--- src/rtl/bmhq_pkg.sv ---
// Shared constants for the binary max heap queue.
// No dependencies; used by the top level and the testbench.
package bmhq_pkg;

  localparam int DATA_W       = 32;
  localparam int STATUS_W     = 2;
  localparam int COUNT_W      = 4;
  localparam int CAPACITY_DEF = 8;

  localparam logic OP_INSERT  = 1'b0;
  localparam logic OP_EXTRACT = 1'b1;

  localparam logic [STATUS_W-1:0] STAT_OK    = 2'd0;
  localparam logic [STATUS_W-1:0] STAT_FULL  = 2'd1;
  localparam logic [STATUS_W-1:0] STAT_EMPTY = 2'd2;

endpackage

--- src/rtl/bmhq_ram.sv ---
// Generic single write port, single read port RAM with registered read data.
// No dependencies.
module bmhq_ram #(
  parameter int WIDTH = 32,
  parameter int DEPTH = 8
) (
  input  logic                     clk,
  input  logic                     we,
  input  logic [$clog2(DEPTH)-1:0] waddr,
  input  logic [WIDTH-1:0]         wdata,
  input  logic [$clog2(DEPTH)-1:0] raddr,
  output logic [WIDTH-1:0]         rdata
);

  logic [WIDTH-1:0] mem [DEPTH];
  logic [WIDTH-1:0] rdata_r;

  always_ff @(posedge clk) begin
    if (we) begin
      mem[waddr] <= wdata;
    end
    rdata_r <= mem[raddr];
  end

  assign rdata = rdata_r;

endmodule

--- src/rtl/binary_max_heap_queue.sv ---
// Binary max heap priority queue: sequencer, shared signed comparator, heap RAM.
// Depends on bmhq_pkg and bmhq_ram.
//
//   channel | direction | handshake            | word
//   in      | input     | in_valid / in_ready   | in_operation, in_value
//   out     | output    | out_valid / out_ready | out_result_value, out_status, out_count
//
// One word at a time. Insert compares against each parent in turn (at most log2 CAPACITY of them).
// Extract: reads the root, then the last entry, then one or two children per level (one RAM read per child).
// Refused words go straight to the final state. Reads are serialized by the single RAM read port.
// Reset empties the heap at once; RAM contents are left as they are.
// A result waiting on out_ready holds the sequencer in its final state.
module binary_max_heap_queue #(
  parameter int CAPACITY = bmhq_pkg::CAPACITY_DEF
) (
  input  logic                              clk,
  input  logic                              rst_n,
  input  logic                              in_valid,
  output logic                              in_ready,
  input  logic                              in_operation,
  input  logic signed [bmhq_pkg::DATA_W-1:0] in_value,
  output logic                              out_valid,
  input  logic                              out_ready,
  output logic signed [bmhq_pkg::DATA_W-1:0] out_result_value,
  output logic [bmhq_pkg::STATUS_W-1:0]     out_status,
  output logic [bmhq_pkg::COUNT_W-1:0]      out_count
);

  localparam int AW = $clog2(CAPACITY);
  localparam int CW = $clog2(CAPACITY + 1);
  localparam int EW = AW + 2;
  localparam int DW = bmhq_pkg::DATA_W;

  typedef enum logic [6:0] {
    ST_IDLE    = 7'b0000001,
    ST_UP_CMP  = 7'b0000010,
    ST_DN_ROOT = 7'b0000100,
    ST_DN_LAST = 7'b0001000,
    ST_DN_L    = 7'b0010000,
    ST_DN_R    = 7'b0100000,
    ST_FIN     = 7'b1000000
  } state_t;

  state_t state_r, state_nxt;
  logic [AW-1:0] pos_r, pos_nxt;
  logic [CW-1:0] count_r, count_nxt;
  logic [DW-1:0] val_r, val_nxt;
  logic [DW-1:0] best_r, best_nxt;
  logic best_left_r, best_left_nxt;
  logic [DW-1:0] res_r, res_nxt;
  logic [bmhq_pkg::STATUS_W-1:0] status_r, status_nxt;
  logic wr_flag_r, wr_flag_nxt;
  logic out_valid_r, out_valid_nxt;
  logic [DW-1:0] out_value_r;
  logic [bmhq_pkg::STATUS_W-1:0] out_status_r;
  logic [bmhq_pkg::COUNT_W-1:0] out_count_r;
  logic out_load;

  logic ram_we;
  logic [AW-1:0] ram_waddr, ram_raddr;
  logic [DW-1:0] ram_wdata, ram_rdata;

  logic [DW-1:0] cmp_a, cmp_b;
  logic lt;
  logic [AW-1:0] up_src, up_par, up_gpar;
  logic [AW:0] dn_lc, dn_rc, desc_lc;
  logic [AW-1:0] desc_pos;
  logic desc_has, rc_has, fin_go;

  bmhq_ram #(
    .WIDTH(DW),
    .DEPTH(CAPACITY)
  ) u_ram (
    .clk  (clk),
    .we   (ram_we),
    .waddr(ram_waddr),
    .wdata(ram_wdata),
    .raddr(ram_raddr),
    .rdata(ram_rdata)
  );

  always_comb begin
    case (state_r)
      ST_UP_CMP: begin
        cmp_a = ram_rdata;
        cmp_b = val_r;
      end
      ST_DN_L: begin
        cmp_a = val_r;
        cmp_b = ram_rdata;
      end
      ST_DN_R: begin
        cmp_a = best_r;
        cmp_b = ram_rdata;
      end
      default: begin
        cmp_a = val_r;
        cmp_b = ram_rdata;
      end
    endcase
  end

  assign lt = $signed(cmp_a) < $signed(cmp_b);

  assign up_src  = (state_r == ST_IDLE) ? count_r[AW-1:0] : pos_r;
  assign up_par  = AW'((up_src - AW'(1)) >> 1);
  assign up_gpar = AW'((up_par - AW'(1)) >> 1);

  assign dn_lc  = {pos_r, 1'b1};
  assign dn_rc  = dn_lc + (AW+1)'(1);
  assign rc_has = EW'(dn_rc) < EW'(count_r);

  always_comb begin
    case (state_r)
      ST_DN_L: desc_pos = dn_lc[AW-1:0];
      ST_DN_R: desc_pos = lt ? dn_rc[AW-1:0] : dn_lc[AW-1:0];
      default: desc_pos = '0;
    endcase
  end

  assign desc_lc  = {desc_pos, 1'b1};
  assign desc_has = EW'(desc_lc) < EW'(count_r);
  assign fin_go   = !out_valid_r || out_ready;

  always_comb begin
    state_nxt     = state_r;
    pos_nxt       = pos_r;
    count_nxt     = count_r;
    val_nxt       = val_r;
    best_nxt      = best_r;
    best_left_nxt = best_left_r;
    res_nxt       = res_r;
    status_nxt    = status_r;
    wr_flag_nxt   = wr_flag_r;
    ram_we        = 1'b0;
    ram_waddr     = pos_r;
    ram_wdata     = ram_rdata;
    ram_raddr     = '0;
    out_load      = 1'b0;
    case (state_r)
      ST_IDLE: begin
        if (in_valid) begin
          res_nxt     = '0;
          status_nxt  = bmhq_pkg::STAT_OK;
          wr_flag_nxt = 1'b0;
          val_nxt     = in_value;
          if (in_operation == bmhq_pkg::OP_INSERT) begin
            if (count_r == CW'(CAPACITY)) begin
              status_nxt = bmhq_pkg::STAT_FULL;
              state_nxt  = ST_FIN;
            end else begin
              count_nxt = count_r + CW'(1);
              pos_nxt   = count_r[AW-1:0];
              if (count_r == '0) begin
                wr_flag_nxt = 1'b1;
                state_nxt   = ST_FIN;
              end else begin
                ram_raddr = up_par;
                state_nxt = ST_UP_CMP;
              end
            end
          end else begin
            if (count_r == '0) begin
              status_nxt = bmhq_pkg::STAT_EMPTY;
              state_nxt  = ST_FIN;
            end else begin
              count_nxt = count_r - CW'(1);
              ram_raddr = '0;
              state_nxt = ST_DN_ROOT;
            end
          end
        end
      end
      ST_UP_CMP: begin
        if (lt) begin
          ram_we    = 1'b1;
          ram_wdata = ram_rdata;
          pos_nxt   = up_par;
          if (up_par == '0) begin
            wr_flag_nxt = 1'b1;
            state_nxt   = ST_FIN;
          end else begin
            ram_raddr = up_gpar;
          end
        end else begin
          wr_flag_nxt = 1'b1;
          state_nxt   = ST_FIN;
        end
      end
      ST_DN_ROOT: begin
        res_nxt   = ram_rdata;
        ram_raddr = count_r[AW-1:0];
        state_nxt = ST_DN_LAST;
      end
      ST_DN_LAST: begin
        val_nxt = ram_rdata;
        pos_nxt = '0;
        if (count_r == '0) begin
          state_nxt = ST_FIN;
        end else if (desc_has) begin
          ram_raddr = desc_lc[AW-1:0];
          state_nxt = ST_DN_L;
        end else begin
          wr_flag_nxt = 1'b1;
          state_nxt   = ST_FIN;
        end
      end
      ST_DN_L: begin
        best_nxt      = lt ? ram_rdata : val_r;
        best_left_nxt = lt;
        if (rc_has) begin
          ram_raddr = dn_rc[AW-1:0];
          state_nxt = ST_DN_R;
        end else if (lt) begin
          ram_we    = 1'b1;
          ram_wdata = ram_rdata;
          pos_nxt   = desc_pos;
          if (desc_has) begin
            ram_raddr = desc_lc[AW-1:0];
          end else begin
            wr_flag_nxt = 1'b1;
            state_nxt   = ST_FIN;
          end
        end else begin
          wr_flag_nxt = 1'b1;
          state_nxt   = ST_FIN;
        end
      end
      ST_DN_R: begin
        if (lt || best_left_r) begin
          ram_we    = 1'b1;
          ram_wdata = lt ? ram_rdata : best_r;
          pos_nxt   = desc_pos;
          if (desc_has) begin
            ram_raddr = desc_lc[AW-1:0];
            state_nxt = ST_DN_L;
          end else begin
            wr_flag_nxt = 1'b1;
            state_nxt   = ST_FIN;
          end
        end else begin
          wr_flag_nxt = 1'b1;
          state_nxt   = ST_FIN;
        end
      end
      ST_FIN: begin
        if (fin_go) begin
          ram_we    = wr_flag_r;
          ram_wdata = val_r;
          out_load  = 1'b1;
          state_nxt = ST_IDLE;
        end
      end
      default: begin
        state_nxt = ST_IDLE;
      end
    endcase
  end

  always_comb begin
    out_valid_nxt = out_valid_r;
    if (out_load) begin
      out_valid_nxt = 1'b1;
    end else if (out_ready) begin
      out_valid_nxt = 1'b0;
    end
  end

  always_ff @(posedge clk) begin
    if (!rst_n) begin
      state_r     <= ST_IDLE;
      count_r     <= '0;
      out_valid_r <= 1'b0;
    end else begin
      state_r     <= state_nxt;
      count_r     <= count_nxt;
      out_valid_r <= out_valid_nxt;
    end
  end

  always_ff @(posedge clk) begin
    pos_r       <= pos_nxt;
    val_r       <= val_nxt;
    best_r      <= best_nxt;
    best_left_r <= best_left_nxt;
    res_r       <= res_nxt;
    status_r    <= status_nxt;
    wr_flag_r   <= wr_flag_nxt;
    if (out_load) begin
      out_value_r  <= res_r;
      out_status_r <= status_r;
      out_count_r  <= bmhq_pkg::COUNT_W'(count_r);
    end
  end

  assign in_ready         = (state_r == ST_IDLE);
  assign out_valid        = out_valid_r;
  assign out_result_value = out_value_r;
  assign out_status       = out_status_r;
  assign out_count        = out_count_r;

  assert property (@(posedge clk) disable iff (!rst_n)
    count_r <= CW'(CAPACITY))
    else $error("heap count beyond capacity");

  assert property (@(posedge clk) disable iff (!rst_n)
    (state_r == ST_FIN && wr_flag_r) |-> (EW'(pos_r) < EW'(count_r)))
    else $error("final write outside the live heap");

  assert property (@(posedge clk) disable iff (!rst_n)
    (state_r == ST_UP_CMP) |-> (pos_r != '0))
    else $error("sift up compare at the root");

  assert property (@(posedge clk) disable iff (!rst_n)
    (in_valid && in_ready && in_operation == bmhq_pkg::OP_INSERT &&
     count_r == CW'(CAPACITY))
    |=> (state_r == ST_FIN && status_r == bmhq_pkg::STAT_FULL &&
         count_r == $past(count_r)))
    else $error("full insert not refused");

endmodule

--- config.mk ---
export PLATFORM = sky130hd
export DESIGN_NAME = binary_max_heap_queue
export DESIGN_NICKNAME = d
export VERILOG_FILES = /design/src/rtl/bmhq_pkg.sv /design/src/rtl/bmhq_ram.sv /design/src/rtl/binary_max_heap_queue.sv
export SDC_FILE = /design/constraint.sdc
export NUM_CORES = 1
export LEC_CHECK = 0
export ABC_CLOCK_PERIOD_IN_PS = 10260
export BUFFER_PORTS_ARGS = -buffer_cell sky130_fd_sc_hd__buf_2
export CAP_MARGIN = 20
export CORE_ASPECT_RATIO = 1.5
export CORE_MARGIN = 4
export CORE_UTILIZATION = 50
export DETAILED_ROUTE_END_ITERATION = 8
export PLACE_DENSITY = 0.67
export SLEW_MARGIN = 30
export SYNTH_ARGS = -nofsm -noshare
export SYNTH_HDL_FRONTEND = slang
export SYNTH_SLANG_ARGS = --single-unit
--- constraint.sdc ---
create_clock -name clk -period 10.26 [get_ports clk]
set_input_delay 0 -clock clk [delete_from_list [all_inputs] [get_ports clk]]
set_output_delay 0 -clock clk [all_outputs]
set_load 0.01 [all_outputs]
==> results of run 1 <==
Yosys cell counts (2+ instances only):
cell	number
a2111oi_0	2
o21ai_1	27
nand3b_1	2
a221oi_1	64
o21a_1	3
nor3b_1	5
a211o_1	27
nor2b_1	4
nand2b_1	35
mux2_2	63
buf_2	17
buf_6	4
nor3_1	13
nand3_1	7
a221o_1	2
nor4_1	3
or3_1	2
xor2_1	3
and3b_1	3
clkbuf_1	66
and3_1	6
a22oi_1	33
a21o_1	9
dfxtp_1	44
inv_1	13
and2_1	36
a32o_1	2
a32oi_1	2
edfxtp_1	397
o22ai_1	32
o21ai_2	2
nor2_1	95
nand4_1	8
a21oi_1	94
o32ai_1	2
o21ai_0	40
ha_1	40
o31ai_1	31
buf_4	3
xnor2_1	6
a31o_1	2
mux2i_1	65
buf_1	15
a211oi_1	5
nand2_1	190
worst max-delay path, cell delays in order (launching register included):
cell and delay, ns:
dfxtp_2 0.31, buf_4 0.55, nor2b_1 0.29, nor3b_2 0.70, buf_4 0.53, mux2i_1 0.15
ha_1 0.34, nand4_1 0.18, or4_1 0.58, a2111oi_0 0.31, o21ai_1 0.19, o21ai_4 0.09
buf_4 0.39, inv_4 0.19, o21ai_2 0.36, a21boi_1 0.19, inv_1 0.11, ha_1 0.22
o21ai_0 0.15, nand2b_1 0.13, a32oi_1 0.21, o21a_1 0.23, a21o_2 0.78, buf_4 0.35
a221oi_1 0.10, a211o_1 0.28, o21ai_0 0.08
cells by family after synthesis:
family | synth area share
DFF | 0.647
and+or+nand+nor | 0.0954
AOI/OAI and AO/OA | 0.133
muxes | 0.0687
buffers and inverters | 0.0260
adders and majority gates | 0.0263
xor gates and xnor gates | 0.00398
flip-flops by register name (all words and copies together), names as in the netlist:
signal            count
best_r               32
wr_flag_r             1
u_ram.mem           256
u_ram.rdata          32
out_result_value     32
best_left_r           1
state_r               7
status_r              2
out_status            2
count_r               4
out_valid             1
out_count             4
val_r                32
res_r                32
pos_r                 3
where the power goes:
group          switching, mW  internal (mW)  leakage [nW]
Clock                  0.654          0.897         0.664
Sequential             0.209           2.34          3.99
Combinational          0.972          0.598          3.31
Total                   1.84           3.83          7.97
routing by layer:
layer  GRT usage  vias to the layer above
li1            -                     6064
met1       0.284                     6325
met2       0.365                      428
met3      0.0320                       93
met4      0.0678                        0
met5           0                        -
worst max-delay path by stage:
| stage | from | endpoint | slack (ns) | cells past startpoint |
|---|---|---|---|---|
| CTS | state_r[1] | u_ram.rdata[1] | 2.13 | 26 |
| detailed placement | state_r[1] | u_ram.rdata[1] | 2.19 | 26 |
| finish | state_r[1] | u_ram.rdata[1] | 2.11 | 26 |
| global route | state_r[1] | u_ram.rdata[1] | 1.55 | 26 |
| global placement | state_r[1] | u_ram.rdata[6] | 2.41 | 26 |
| floorplan | state_r[6] | u_ram.mem[0][0] | 3.96 | 15 |
area by class of cell:
class / instances / area [um2]
Tap cell: 500 / 626
Clock inverter: 21 / 300
Sequential cell: 441 / 12800
Clock buffer: 51 / 1060
Fill cell: 3145 / 16800
Timing Repair Buffer: 142 / 1020
Multi-Input combinational cell: 981 / 6560
Inverter: 15 / 58.8
repair_timing:
action / CTS / global route
endpoints found under the hold margin: 47 / 0
hold buffers: 37 / 0
setup endpoints to repair: 0 / 0
through the flow:
stage / hold WS (ns) / cell area [um2] / utilization / instances
2_1_floorplan: 0.126 / 19800 / - / 1542
3_5_place_dp: 0.277 / 20700 / 0.527 / 2040
6_report: 0.256 / 22400 / 0.572 / 2151
3_3_place_gp: 0.272 / 20700 / 0.527 / 2040
5_1_grt: 0.278 / 22400 / 0.572 / 2151
4_1_cts: 0.236 / 22400 / 0.571 / 2149
==> metrics.md, run 1 <==
| Metric | Value |
|---|---|
| Detailed-route wire length per cell | `21.9 um` |
| I/O Buffers | `76` |
| Hold path endpoint | `val_r[21]` |
| Worst skew pair latency | `0.55 ns` |
| Final period util | `0.794` |
| Number of synthesized flops with an enable pin | `397` |
| First-pass GRT wire length | `72.3 mm` |
| Gate count after technology mapping | `1542` |
| #FFs+latches synth | `441` |
| Worst Min Path Start | `in_value[21]` |
| Commonest cells after routing, fill and taps aside | `edfxtp_1 (397), nand2_1 (189), a21oi_1 (94), nor2_1 (92), buf_2 (76)` |
| Initial core utilization | `0.505` |
| Kind of critical path | `flip-flop to flip-flop` |
| Most used DFF post-synth | `edfxtp_1` |
| Startpoint types | `flip-flop` |
| Max Slew Vio Count | `0` |
| Post-DP HPWL | `28.2 mm` |
| Reg-to-reg endpoint | `u_ram.rdata[1]` |
| Reg clk slew, reported paths | `0.07 ns` |
| Final Setup Violations | `0` |
| H-Tree Level Count | `2` |
| Largest net degree at the start of global routing | `108` |
| Hold path cells | `4` |
| Synth unique cells | `63` |
| Worst VDD drop | `0.185 mV` |
| DRT met1 WL | `19.6 mm` |
| Total Wirelength | `47.1 mm` |
| DR pass1 iterations | `5` |
| Core Footprint | `0.0392 mm2` |
| Die width | `170 um` |
| Antenna viol nets, final | `0` |
| Post-Syn Area | `0.0198 mm2` |
| Slew HR | `0.361` |
| Setup ws final | `2.11 ns` |
| Leading area contributor after synthesis | `edfxtp_1` |
| Worst-case clock buffer depth | `3` |
| Area share of the largest cell type after synthesis | `0.602` |
| Top sig layer | `met4` |
| Yosys warnings | `0` |
| Setup Skew | `0.0137 ns` |
| P_leak | `7.97 nW` |
| Core Rows | `89` |
| Grt ovf | `0` |
| Clock buffer count from CTS | `40` |
| Hold Vio Cnt, Final | `0` |
| Tightest Hold Check Type | `input pin to flip-flop` |
| Met3 routed WL | `2.63 mm` |
| Worst EP arrival | `8.61 ns` |
| Reg2reg start | `state_r[1]` |
| Die H | `252 um` |
| Post-CTS Setup Inserts | `0` |
| Post-synth ARST share | `0` |
| Post-Synthesis Mean Instance Area | `12.8 um2` |
| Outcome | `complete, no violations` |
| Setup TNS | `0 ns` |
| MaxCap Viol Count | `0` |
| All-Layer GR Usage | `0.214` |
| Initial DRC count | `1154` |
| Ports | `77` |
| Total chip power | `5.67 mW` |
| CTS sink count | `441` |
| Crit. End Element | `flip-flop` |
| RSZ-0062 raised after global routing | `no` |
| Seq/Total Area, Yosys | `0.647` |
| CTS root buf | `clkbuf_16` |
| GP Congestion | `0.888` |
| DR vias | `12900` |
| Vias in the first global route | `12700` |
| DIE AREA | `0.0429 mm2` |
| Initial antenna violation count | `0` |
| Mapped Nets | `1620` |
| DRC | `0` |
| Min cycle time layout | `8.15 ns` |
| Layout area overhead | `13.3%` |
| Power per cell area | `253 mW/mm2` |
| Pre-CTS worst setup slack | `2.19 ns` |
| Ratio of cells with drive above 1 in the final layout | `0.154` |
| Nets | `1699` |
| R2r setup slk | `2.11 ns` |
| Area contributors post-synth | `edfxtp_1 (60%), dfxtp_1 (4.5%), nand2_1 (3.6%)` |
| CTS-repair resized insts | `0` |
| Slew @ Worst Pin | `0.959 ns` |
| Worst R2R Path Depth | `26` |
| CTS tree | `built` |
| CP required | `10.72 ns` |
| Drt via density | `6.00` |
| Antenna diodes | `0` |
| Most common cell after layout, fill and taps aside | `edfxtp_1` |
| CP max FO | `69` |
| Met2 wire length | `23.5 mm` |
| Fmax | `123 MHz` |
No activity file was read; power rests on OpenSTA's default activity.
==> inputs of run 2 (changes only) <==
Settings changed: ABC_CLOCK_PERIOD_IN_PS 10260 to 7900.
Clock period 10.26 ns to 7.9 ns, I/O delays scaled along.
==> metrics.md, run 2 (synthesis gave the netlist of run 1 again) <==
| Metric | Value |
|---|---|
| Reg clk slew, reported paths | `0.06 ns (about the same)` |
| Final Setup Violations | `0 (unchanged)` |
| DR pass1 iterations | `7 (+2)` |
| Ports | `77 (unchanged)` |
| Detailed-route wire length per cell | `21.7 um (-0.87%)` |
| Setup Skew | `0.0255 ns (+0.0118 ns)` |
| Grt ovf | `0 (unchanged)` |
| Worst skew pair latency | `0.56 ns (about the same)` |
| Vias in the first global route | `12700 (+0.34%)` |
| Slew @ Worst Pin | `0.967 ns (+0.00789 ns)` |
| Setup TNS | `0 ns (unchanged)` |
| All-Layer GR Usage | `0.214 (about the same)` |
| Clock power share | `0.256 (-0.018)` |
| Switch share | `0.328 (+0.00380)` |
| Worst EP arrival | `7.63 ns (-0.98 ns)` |
| Min cycle time layout | `7.22 ns (-0.932 ns)` |
| I/O Buffers | `76 (unchanged)` |
| Core Rows | `89 (unchanged)` |
| DIE AREA | `0.0429 mm2 (unchanged)` |
| Initial core utilization | `0.505 (unchanged)` |
| Post-DP HPWL | `29.2 mm (+3.5%)` |
| Worst VDD drop | `0.227 mV (+23%)` |
| Slew HR | `0.354 (-0.00679)` |
| Layout area overhead | `12.8%` |
| Power per cell area | `322 mW/mm2 (+28%)` |
| Crit. End Element | `flip-flop` |
| Nets | `1704 (+0.29%)` |
| Max FFs per register | `256 (unchanged)` |
| Worst Min Path Start | `in_value[6]` |
| Tightest Hold Check Type | `input pin to flip-flop` |
| DRC | `0 (unchanged)` |
| Commonest cells after routing, fill and taps aside | `edfxtp_1 (397), nand2_1 (190), a21oi_1 (94), nor2_1 (92), buf_2 (76)` |
| Largest reg by FF count | `u_ram.mem` |
| Internal power | `4.84 mW (+26%)` |
| CP max FO | `26 (-62%)` |
| CTS tree | `built` |
| Most common cell on crit path | `a21oi_1` |
| Ratio of cells with drive above 1 in the final layout | `0.155 (+0.00116)` |
| Outcome | `complete, no violations` |
| Initial antenna violation count | `0 (unchanged)` |
| Sequential Power Share | `0.459 (+0.009)` |
| P_leak | `7.93 nW (-0.48%)` |
| Net load switching power | `2.36 mW (+28%)` |
| Worst path max stage delay | `0.81 ns (+0.03 ns)` |
| Total Wirelength | `46.8 mm (-0.54%)` |
| Largest net degree at the start of global routing | `100 (-7.4%)` |
| CP required | `8.31 ns (-2.41 ns)` |
| Layout Cells excl Fill | `2158 (+0.33%)` |
| Reg2reg start | `state_r[6]` |
| DR vias | `12900 (+0.10%)` |
| Post-Place Cells | `2047 (+0.34%)` |
| Hold Vio Cnt, Final | `0 (unchanged)` |
| RSZ-0062 raised after global routing | `no` |
| Drt via density | `5.99 (-0.22%)` |
| Most common cell after layout, fill and taps aside | `edfxtp_1` |
| First-pass GRT wire length | `72.2 mm (-0.11%)` |
| Kind of critical path | `flip-flop to flip-flop` |
| CTS root buf | `clkbuf_16` |
| Max Slew Vio Count | `0 (unchanged)` |
| Initial DRC count | `1203 (+4.2%)` |
| Setup ws final | `0.682 ns (-1.43 ns)` |
| H-Tree Level Count | `2 (unchanged)` |
| MaxCap Viol Count | `0 (unchanged)` |
| Die H | `252 um (unchanged)` |
| Antenna viol nets, final | `0 (unchanged)` |
| Filler cell count | `3155 (+0.32%)` |
| Critical-path top delay cell | `a211oi_4` |
| Core Footprint | `0.0392 mm2 (unchanged)` |
| Final period util | `0.914 (+0.119)` |
| Fmax | `139 MHz (+13%)` |
| Crit path launch | `state_r[6]` |
| Pre-CTS worst setup slack | `0.830 ns (-1.36 ns)` |
| Clock buffer count from CTS | `40 (unchanged)` |
| Combinational power share | `0.286 (+0.009)` |
| Antenna diodes | `0 (unchanged)` |
| Startpoint types | `flip-flop` |
| Die width | `170 um (unchanged)` |
| Worst-case clock buffer depth | `3 (unchanged)` |
| CTS sink count | `441 (unchanged)` |
| GP Congestion | `0.879 (-1.0%)` |
-- run 2: critical path: cells and delay by family (launching register included) --
kind	cells	cell delay, ns
flops	1	0.36
buf+inv	4	0.92
compound gates	13	2.74
simple gates	7	2.05
fa+ha+maj	2	0.64
mux	1	0.35
-- run 2: area by class of cell --
type | instances | area (um2) | share of cell area
Timing Repair Buffer | 147 | 1040 | 0.0467
Clock buffer | 54 | 1090 | 0.0490
Inverter | 15 | 58.8 | 0.00263
Tap cell | 500 | 626 | 0.0280
Multi-Input combinational cell | 981 | 6550 | 0.293
Clock inverter | 20 | 154 | 0.00689
Sequential cell | 441 | 12800 | 0.573
-- run 2: worst paths after layout --
| kind | slack, ns | endpoint | cells past startpoint |
|---|---|---|---|
| max | 0.68 | u_ram.rdata[27] | 27 |
| min | 0.26 | val_r[6] | 4 |
| max reg2reg | 0.68 | u_ram.rdata[27] | 27 |
| min reg2reg | 0.41 | out_result_value[30] | 0 |
-- run 2: what timing repair did --
item / in CTS / in global routing
resized for setup: 0 / 0
hold buffers: 37 / 0
hold endpoints to repair: 48 / 0
setup buffers: 0 / 0
-- run 2: power by group through the flow --
stage,clock [mW],sequential [mW],combinational [mW]
after global routing,1.98,3.33,2.27
after floorplan,0,3.23,1.51
after global placement,0,3.33,1.98
final,1.84,3.30,2.06
after detailed placement,0,3.34,2.02
after CTS,1.88,3.29,2.05
-- run 2: per-layer routing --
layer | vias to the layer above | GRT usage | part of all wire
met1 | 6335 | 0.284 | 0.40
met4 | 0 | 0.0826 | 0.038
met3 | 86 | 0.0254 | 0.060
met5 | - | 0 | 0
met2 | 431 | 0.363 | 0.50
li1 | 6071 | - | -
-- run 2: stage by stage --
step / power [mW] / instance area (um2) / util / hold WS, ns
after floorplan: 4.74 / 19800 / - / 0.126
after global placement: 5.31 / 20700 / 0.528 / 0.271
after detailed placement: 5.37 / 20700 / 0.529 / 0.275
after CTS: 7.23 / 22300 / 0.570 / 0.228
after global routing: 7.57 / 22300 / 0.570 / 0.266
final: 7.20 / 22300 / 0.570 / 0.259
